===== src/sv/hsvled_pkg.sv =====
// Package for the HSV to RGB LED drive pipeline.
// Holds the widths, constants, hue sector codes and per-stage word types.
// No dependencies.
package hsvled_pkg;

  localparam int unsigned HUE_W    = 9;
  localparam int unsigned CH_W     = 8;
  localparam int unsigned SECTOR_W = 4;
  localparam int unsigned POS_W    = 6;
  localparam int unsigned PROD_W   = 14;
  localparam int unsigned NUM_THR  = 8;

  localparam logic [HUE_W-1:0] SECTOR_DEG  = 9'd60;
  localparam logic [CH_W-1:0]  CH_MAX      = 8'hFF;

  // floor(p / 60) == (p * RECIP_60) >> RECIP_SHIFT for every p below 2**PROD_W.
  localparam logic [14:0]      RECIP_60    = 15'd17477;
  localparam int unsigned      RECIP_SHIFT = 20;
  localparam int unsigned      RECIP_PW    = PROD_W + 15;

  typedef enum logic [SECTOR_W-1:0] {
    SEC_RED_GREEN_UP  = 4'd0,
    SEC_RED_DOWN      = 4'd1,
    SEC_BLUE_UP       = 4'd2,
    SEC_GREEN_DOWN    = 4'd3,
    SEC_RED_UP        = 4'd4,
    SEC_BLUE_DOWN     = 4'd5,
    SEC_OUT_OF_RANGE6 = 4'd6,
    SEC_OUT_OF_RANGE7 = 4'd7,
    SEC_OUT_OF_RANGE8 = 4'd8
  } sector_e;

  // Stage 1 word: sector, position inside it and the floor level.
  typedef struct packed {
    sector_e            sector;
    logic [POS_W-1:0]   pos;
    logic [CH_W-1:0]    val;
    logic [CH_W-1:0]    fl;
    logic               gray;
  } s1_t;

  // Stage 2 word: the rising and falling ramp products.
  typedef struct packed {
    sector_e            sector;
    logic [PROD_W-1:0]  prod_up;
    logic [PROD_W-1:0]  prod_dn;
    logic [CH_W-1:0]    val;
    logic [CH_W-1:0]    fl;
    logic               gray;
  } s2_t;

  // Stage 3 word: finished ramp levels.
  typedef struct packed {
    sector_e            sector;
    logic [CH_W-1:0]    up;
    logic [CH_W-1:0]    dn;
    logic [CH_W-1:0]    val;
    logic [CH_W-1:0]    fl;
    logic               gray;
  } s3_t;

  // Start of each sector in degrees.
  function automatic logic [HUE_W-1:0] sector_base(input sector_e s);
    logic [HUE_W-1:0] b;
    case (s)
      SEC_RED_GREEN_UP:  b = 9'd0;
      SEC_RED_DOWN:      b = 9'd60;
      SEC_BLUE_UP:       b = 9'd120;
      SEC_GREEN_DOWN:    b = 9'd180;
      SEC_RED_UP:        b = 9'd240;
      SEC_BLUE_DOWN:     b = 9'd300;
      SEC_OUT_OF_RANGE6: b = 9'd360;
      SEC_OUT_OF_RANGE7: b = 9'd420;
      SEC_OUT_OF_RANGE8: b = 9'd480;
      default:           b = 9'd0;
    endcase
    return b;
  endfunction

endpackage


===== src/sv/hsv_to_rgb_led_drive.sv =====
// HSV to RGB conversion for LED drive, top level.
// One color accepted every cycle, with done_o marking each finished color.
// Stages: sector split and floor multiply, ramp multiplies, divide by 60
// by reciprocal, then channel selection and inversion into the output register.
// busy is always low since results cannot be held off. Reset clears the
// valid bits and sets invert_q to 1. Depends on hsvled_pkg.
module hsv_to_rgb_led_drive (
  input  logic                        clk_i,
  input  logic                        rst_ni,
  input  logic                        start,
  output logic                        busy,
  input  logic [hsvled_pkg::HUE_W-1:0] hue_deg_i,
  input  logic [hsvled_pkg::CH_W-1:0]  saturation_i,
  input  logic [hsvled_pkg::CH_W-1:0]  brightness_i,
  input  logic                        cfg_valid_i,
  output logic                        cfg_ready_o,
  input  logic                        cfg_data_i,
  output logic                        done_o,
  output logic [hsvled_pkg::CH_W-1:0]  red_level_o,
  output logic [hsvled_pkg::CH_W-1:0]  green_level_o,
  output logic [hsvled_pkg::CH_W-1:0]  blue_level_o
);
  import hsvled_pkg::*;

  logic invert_q;
  logic s1_valid_q, s2_valid_q, s3_valid_q, done_q;
  s1_t  s1_d, s1_q;
  s2_t  s2_d, s2_q;
  s3_t  s3_d, s3_q;
  logic [CH_W-1:0] r_d, g_d, b_d, r_q, g_q, b_q;

  logic [SECTOR_W-1:0] sec_cnt;
  logic [HUE_W-1:0]    pos_full;
  logic [2*CH_W-1:0]   fl_prod;
  logic [CH_W-1:0]     diff;
  logic [POS_W-1:0]    pos_dn;
  logic [RECIP_PW-1:0] q_up, q_dn;

  assign busy        = 1'b0;
  assign cfg_ready_o = 1'b1;

  always_ff @(posedge clk_i or negedge rst_ni) begin
    if (!rst_ni) begin
      invert_q <= 1'b1;
    end else if (cfg_valid_i && cfg_ready_o) begin
      invert_q <= cfg_data_i;
    end
  end

  // Stage 1: sector by threshold compares, position, floor level.
  always_comb begin
    sec_cnt = '0;
    for (int i = 1; i <= NUM_THR; i++) begin
      if (hue_deg_i >= HUE_W'(i * 60)) begin
        sec_cnt = SECTOR_W'(i);
      end
    end
    pos_full    = hue_deg_i - sector_base(sector_e'(sec_cnt));
    fl_prod     = (CH_MAX - saturation_i) * brightness_i;
    s1_d.sector = sector_e'(sec_cnt);
    s1_d.pos    = pos_full[POS_W-1:0];
    s1_d.val    = brightness_i;
    s1_d.fl     = fl_prod[2*CH_W-1:CH_W];
    s1_d.gray   = (saturation_i == '0);
  end

  // Stage 2: the floor never exceeds the value, so the difference is unsigned.
  always_comb begin
    diff         = s1_q.val - s1_q.fl;
    pos_dn       = POS_W'(SECTOR_DEG) - s1_q.pos;
    s2_d.sector  = s1_q.sector;
    s2_d.prod_up = PROD_W'(diff) * PROD_W'(s1_q.pos);
    s2_d.prod_dn = PROD_W'(diff) * PROD_W'(pos_dn);
    s2_d.val     = s1_q.val;
    s2_d.fl      = s1_q.fl;
    s2_d.gray    = s1_q.gray;
  end

  // Stage 3: truncating divide by 60 through the reciprocal, plus the floor level.
  always_comb begin
    q_up        = RECIP_PW'(s2_q.prod_up) * RECIP_PW'(RECIP_60);
    q_dn        = RECIP_PW'(s2_q.prod_dn) * RECIP_PW'(RECIP_60);
    s3_d.sector = s2_q.sector;
    s3_d.up     = s2_q.fl + q_up[RECIP_SHIFT+CH_W-1:RECIP_SHIFT];
    s3_d.dn     = s2_q.fl + q_dn[RECIP_SHIFT+CH_W-1:RECIP_SHIFT];
    s3_d.val    = s2_q.val;
    s3_d.fl     = s2_q.fl;
    s3_d.gray   = s2_q.gray;
  end

  // Stage 4: place value, floor and ramp on the channels, then invert.
  always_comb begin
    r_d = '0;
    g_d = '0;
    b_d = '0;
    if (s3_q.gray) begin
      r_d = s3_q.val;
      g_d = s3_q.val;
      b_d = s3_q.val;
    end else begin
      case (s3_q.sector)
        SEC_RED_GREEN_UP: begin
          r_d = s3_q.val; g_d = s3_q.up;  b_d = s3_q.fl;
        end
        SEC_RED_DOWN: begin
          r_d = s3_q.dn;  g_d = s3_q.val; b_d = s3_q.fl;
        end
        SEC_BLUE_UP: begin
          r_d = s3_q.fl;  g_d = s3_q.val; b_d = s3_q.up;
        end
        SEC_GREEN_DOWN: begin
          r_d = s3_q.fl;  g_d = s3_q.dn;  b_d = s3_q.val;
        end
        SEC_RED_UP: begin
          r_d = s3_q.up;  g_d = s3_q.fl;  b_d = s3_q.val;
        end
        SEC_BLUE_DOWN: begin
          r_d = s3_q.val; g_d = s3_q.fl;  b_d = s3_q.dn;
        end
        default: begin
          r_d = '0; g_d = '0; b_d = '0;
        end
      endcase
    end
    if (invert_q) begin
      r_d = CH_MAX - r_d;
      g_d = CH_MAX - g_d;
      b_d = CH_MAX - b_d;
    end
  end

  always_ff @(posedge clk_i or negedge rst_ni) begin
    if (!rst_ni) begin
      s1_valid_q <= 1'b0;
      s2_valid_q <= 1'b0;
      s3_valid_q <= 1'b0;
      done_q     <= 1'b0;
    end else begin
      s1_valid_q <= start && !busy;
      s2_valid_q <= s1_valid_q;
      s3_valid_q <= s2_valid_q;
      done_q     <= s3_valid_q;
    end
  end

  // Payload registers load only with a valid word behind them.
  always_ff @(posedge clk_i) begin
    if (start && !busy) begin
      s1_q <= s1_d;
    end
    if (s1_valid_q) begin
      s2_q <= s2_d;
    end
    if (s2_valid_q) begin
      s3_q <= s3_d;
    end
    if (s3_valid_q) begin
      r_q <= r_d;
      g_q <= g_d;
      b_q <= b_d;
    end
  end

  assign done_o        = done_q;
  assign red_level_o   = r_q;
  assign green_level_o = g_q;
  assign blue_level_o  = b_q;

endmodule


===== config.mk =====
export PLATFORM = sky130hd
export DESIGN_NAME = hsv_to_rgb_led_drive
export DESIGN_NICKNAME = d
export VERILOG_FILES = /design/src/sv/hsvled_pkg.sv /design/src/sv/hsv_to_rgb_led_drive.sv
export SDC_FILE = /design/constraint.sdc
export NUM_CORES = 1
export LEC_CHECK = 0
export ABC_AREA = 0
export BUFFER_PORTS_ARGS = -buffer_cell sky130_fd_sc_hd__buf_2
export CAP_MARGIN = 25
export CORE_ASPECT_RATIO = 1.1
export CORE_MARGIN = 3
export CORE_UTILIZATION = 60
export CTS_BUF_LIST = sky130_fd_sc_hd__clkbuf_8
export DETAILED_ROUTE_END_ITERATION = 6
export MAX_ROUTING_LAYER = met4
export PLACE_DENSITY = 0.87
export SLEW_MARGIN = 10
export SYNTH_ARGS = -nofsm -noshare
export SYNTH_HDL_FRONTEND = slang
export SYNTH_SLANG_ARGS = --single-unit

===== constraint.sdc =====
create_clock -name clk_i -period 7.2 [get_ports clk_i]
set_input_delay 0.36 -clock clk_i [delete_from_list [all_inputs] [get_ports clk_i]]
set_output_delay 0.36 -clock clk_i [all_outputs]
set_load 0.005 [all_outputs]

# Word level (Yosys, flattened, before mapping)
# Memories as Yosys holds them, arrays and structs flattened.
# Cells that the tools add are included.
[totals]
reg_bits = 142
rom_bits = 112
input_bits = 30
out_inout_bits = 27
elab_cells = 78
mem_count = 1
[mem_list]
columns = ["memory", "depth", "word_bits", "rd", "rd_clocked_by_memory_dff", "write_ports", "line_no", "rtl"]
rows = [
  ["(name not given)", 16, 7, 1, 0, 0, "hsvled_pkg.sv:65", "case (s)"],
]
[classes]
n_addsub = 9
mul = 5
magnitude_cmp = 8
n_eq_ne = 5
n_mux = 17
n_reduce_logical = 8
[ops]
columns = ["op", "n"]
rows = [
  ["$pmux 8 s4", 3],
  ["$mul 14x15->28 const B", 2],
  ["$mux 8", 6],
  ["$ge 9x9->1 const B", 4],
  ["$mul 8x6->14", 2],
  ["$sub 8x8->8 const A", 3],
  ["$ge 9x8->1 const B", 2],
  ["$add 8x8->8", 2],
  ["$mul 9x9->16", 1],
  ["$mux 3", 4],
  ["$reduce_or 2->1", 6],
  ["$ge 9x6->1 const B", 1],
  ["$ge 9x7->1 const B", 1],
  ["$sub 8x8->9 const A", 1],
  ["$eq 4x2->1 const B", 2],
  ["$eq 4x3->1 const B", 2],
  ["$logic_not 8->1", 1],
  ["$sub 8x8->8", 1],
  ["$sub 6x6->6", 1],
  ["$sub 6x6->6 const A", 1],
  ["$eq 4x1->1 const B", 1],
  ["$logic_not 4->1", 1],
  ["$mux 2", 2],
  ["$mux 4", 1],
  ["$mux 1", 1],
]

# Logic depth before layout (Yosys ltp)
# An unclocked memory read counts as a cell.
[depth]
word_depth = 11
depth_mapped = 24
mapped_depth_nobuf = 23

# Worst setup path after synthesis
# No wires, ideal clock.
[synth_path]
kind = "reg2reg"
start = "register s2_q[28] in the netlist's numbering"
end = "register s3_q[24] in the netlist's numbering (data pin)"
setup_ns = 0.269
arrival_time_ns = 5.223
t_required_ns = 6.931
setup_slack_ns = 1.708
stages_incl_launch_ff = 20
path_buffers = 0
period_less_slack_ns = 5.492
path_cell_list = "edfxtp_1 > ha_1 > fa_1 > fa_1 > fa_1 > fa_1 > ha_1 > a21o_1 > a21oi_1 > o21ai_0 > a2111oi_2 > nor2_1 > xnor2_1 > ha_1 > a21o_1 > a21oi_1 > o21ai_0 > o41ai_1 > xnor2_1 > xnor2_1"
[synth_rtl]
columns = ["item", "line_no", "rtl"]
rows = [
  ["start: declaration", "hsv_to_rgb_led_drive.sv:28", "s2_t s2_d, s2_q;"],
  ["start signal: assignment", "hsv_to_rgb_led_drive.sv:152", "s2_q <= s2_d;"],
  ["end signal: assignment", "hsv_to_rgb_led_drive.sv:155", "s3_q <= s3_d;"],
  ["end: declaration", "hsv_to_rgb_led_drive.sv:29", "s3_t s3_d, s3_q;"],
]

==> qor.yml <==
finalSetupTns_ns: 0
dp_hpwl_mm: 24.7
ys_types: 73
areaGrowthSynthToFinish_pct: 6.11
seq_area_mm2: 0.00421
wl_per_cell_um: 16.8
postCtsSetupBuffers: 0
dr.pass1.iters: 5
coreArea_mm2: 0.0247
drc: 0
multi_input_area_mm2: 0.0101
ff2ff_setup_slack_ns: 1.19
core.rowCount: 60
root_buffer: "clkbuf_8"
cp.required_ns: 7.40
setup-violations-final: 0
synth_edf_count: 136
fill_cells: 1787
vias: 10324
fin_skew_ns: 0.0129
die_area_mm2: 0.0273
clock.fmax_mhz: 166
io_pins: 57
cts_tree: "yes"
synthCells: 1419
crit_path_start_kind: "flip-flop"
grt_pass1_wl_mm: 50.1
cp_max_fo: 5
syn_avg_cell_area_um2: 10.7
tightest_slew_ns: 1.00
synth.net_count: 1852
hold_class: "in -> reg"
cap_violations: 0
finalHoldViolCount: 0
ys_ff_latch: 141
post_drt_via_cell_ratio: 5.78
syn-cell-area_mm2: 0.0152
reg2reg_depth: 22
ctsLongestPathBuffers: 2
worstReg2RegStart: "s2_q[22]$_DFFE_PP_"
seq_area_frac_synth_pct: 27.7
cts_max_level: 4
nets: 1897
initial_core_util_pct: 61.6
cts_resized: 0
grt_max_degree: 50
hold_depth: 1
wl_mm: 30.0
path_common_cell: "ha_1"
r2r-end: "s3_q[24]$_DFFE_PP_"
worstPathCellList: "ha_1 -> ha_1 -> ha_1 -> fa_1 -> inv_1 -> fa_1 -> inv_1 -> fa_1 -> ha_1 -> and4_1 -> o211ai_1 -> o2bb2ai_1 -> a2111oi_2 -> nor2_1 -> xnor2_1 -> ha_1 -> a21o_1 -> a21oi_1 -> o21ai_0 -> o41ai_1 -> xnor2_1 -> xnor2_1"
hold_buffers: 1
crit_slowest_cell: "edfxtp_1"
diodes: 0
place.gp.congestion: 0.951
status: "completed"
ys.flop_type: "edfxtp_1"
layout-drive-gt1-share_pct: 7.85
slew_headroom_pct: 33.3
end_kind: "flip-flop"
whs_endpoint: "s1_q[17]$_DFFE_PP_"
clk_pin_slew_ns: 0.09
fin_crit_sh_pct: 83.5
final_common_cell: "ha_1"
io_buffers: 54
hp-start: "hue_deg_i[0]"
die_h_um: 173
track_usage_pct: 23.4
synth-async-reset-ratio_pct: 3.55
grt_pass1_vias: 10632
grt-ovfl-total: 0
die_w_um: 158
drt_iter0_drc: 587
clock_latency_ns: 0.45
cts_inserted_buffers: 17
cts_sinks: 141
yosys_warnings: 0
final_cell_mix: "273 x ha_1, 210 x inv_1, 136 x edfxtp_1, 130 x fa_1, 114 x nand2_1"
crit_arrival_ns: 6.21
postRouteAntennaNets: 0
min_period_ns: 6.01
max_stage_delay_ns: 0.50
worstSetupPathType: "reg -> reg"
slew_violations: 0
rsz0062_at_grt: "no"
antenna_found_initial: 0
-- through the flow --
| stage | instances | utilization (%) | instance area [um2] | hold WS (ns) | worst slack (ns) |
|---|---|---|---|---|---|
| after CTS | 1786 | 65.3 | 16100 | 0.0488 | 1.21 |
| after global placement | 1753 | 63.7 | 15700 | 0.193 | 1.49 |
| final | 1787 | 65.4 | 16200 | 0.0739 | 1.19 |
| after floorplan | 1419 | - | 15200 | 0.0644 | 1.71 |
| after detailed placement | 1753 | 63.7 | 15700 | 0.200 | 1.22 |
| after global routing | 1787 | 65.4 | 16200 | 0.0534 | 0.820 |
-- Yosys cell counts (all sizes together), types with 3 or more instances --
cell type | number | area (um2)
and2 | 38 | 238
o21ai | 27 | 135
o21bai | 5 | 37.5
xnor2 | 69 | 604
inv | 210 | 788
clkbuf | 23 | 86.3
nor3 | 15 | 80.1
nand4 | 3 | 18.8
a221oi | 25 | 238
a211oi | 5 | 42.5
xor2 | 19 | 166
a2111oi | 3 | 38.8
a221o | 3 | 30.0
nand3 | 7 | 35.0
nor2 | 46 | 173
nand2 | 114 | 428
ha | 273 | 3420
or3 | 3 | 18.8
fa | 130 | 2600
nand3b | 3 | 22.5
a22oi | 21 | 158
o31ai | 4 | 30.0
or2 | 6 | 37.5
nor3b | 4 | 52.6
dfrtp | 4 | 100
buf | 11 | 87.6
a31oi | 3 | 18.8
nor4 | 4 | 37.5
o211ai | 7 | 52.6
nand4b | 3 | 26.3
o41ai | 6 | 75.1
edfxtp | 136 | 4080
a21o | 14 | 105
a21oi | 45 | 240
nor2b | 53 | 332
o21a | 9 | 67.6
nand2b | 35 | 219
-- metal layers --
layer / GRT usage (%) / wire length, um / vias up
li1: - / - / 4949
met1: 27.4 / 12400 / 4995
met2: 41.0 / 15600 / 316
met3: 2.83 / 1130 / 64
met4: 8.32 / 888 / 0
met5: - / 0 / -
-- how the worst max path moves through the flow --
stage / startpoint / end / slack, ns / cells after the start
after CTS: s2_q[22]$_DFFE_PP_ / s3_q[24]$_DFFE_PP_ / 1.21 / 22
after global routing: s1_q[10]$_DFFE_PP_ / s2_q[44]$_DFFE_PP_ / 0.82 / 21
final: s2_q[22]$_DFFE_PP_ / s3_q[24]$_DFFE_PP_ / 1.19 / 22
after floorplan: s2_q[28]$_DFFE_PP_ / s3_q[24]$_DFFE_PP_ / 1.71 / 19
after detailed placement: s2_q[22]$_DFFE_PP_ / s3_q[24]$_DFFE_PP_ / 1.22 / 22
after global placement: s2_q[22]$_DFFE_PP_ / s3_q[24]$_DFFE_PP_ / 1.49 / 22
-- logic make-up after synthesis --
| kind of cell | synth area share [%] |
|---|---|
| adder cells (fa/ha/maj) | 39.6 |
| XOR/XNOR | 5.06 |
| buffers and inverters | 6.32 |
| multiplexers | 0.205 |
| flip-flops | 27.7 |
| other | 0.0493 |
| AND/OR/NAND/NOR | 11.7 |
| AO/OA/AOI/OAI | 9.40 |
-- critical path, delay by kind of cell (launching register included) --
kind	cells	cell delay, ns
fa+ha+maj	8	2.57
xor+xnor	3	0.55
flops	1	0.50
buf+inv	2	0.17
simple gates	2	0.33
compound gates	7	1.64
-- flip-flops by register name, summed over array words and instances, names as in the netlist, 8 cells and up --
name / flops
red_level_o: 8
s2_q: 48
blue_level_o: 8
s1_q: 27
green_level_o: 8
s3_q: 37
-- area by class of cell --
cell class | count | share of cell area, %
flip-flops and latches | 141 | 26.1
well taps | 310 | 2.40
repair buffers | 60 | 2.08
inverters | 210 | 4.88
clock inverters | 14 | 0.821
multi-input cells | 1034 | 62.2
clock buffers | 18 | 1.53
Power is left out: the tool's default activity adds up to more than one toggle a clock period on the data nets, which glitch-free logic cannot reach.
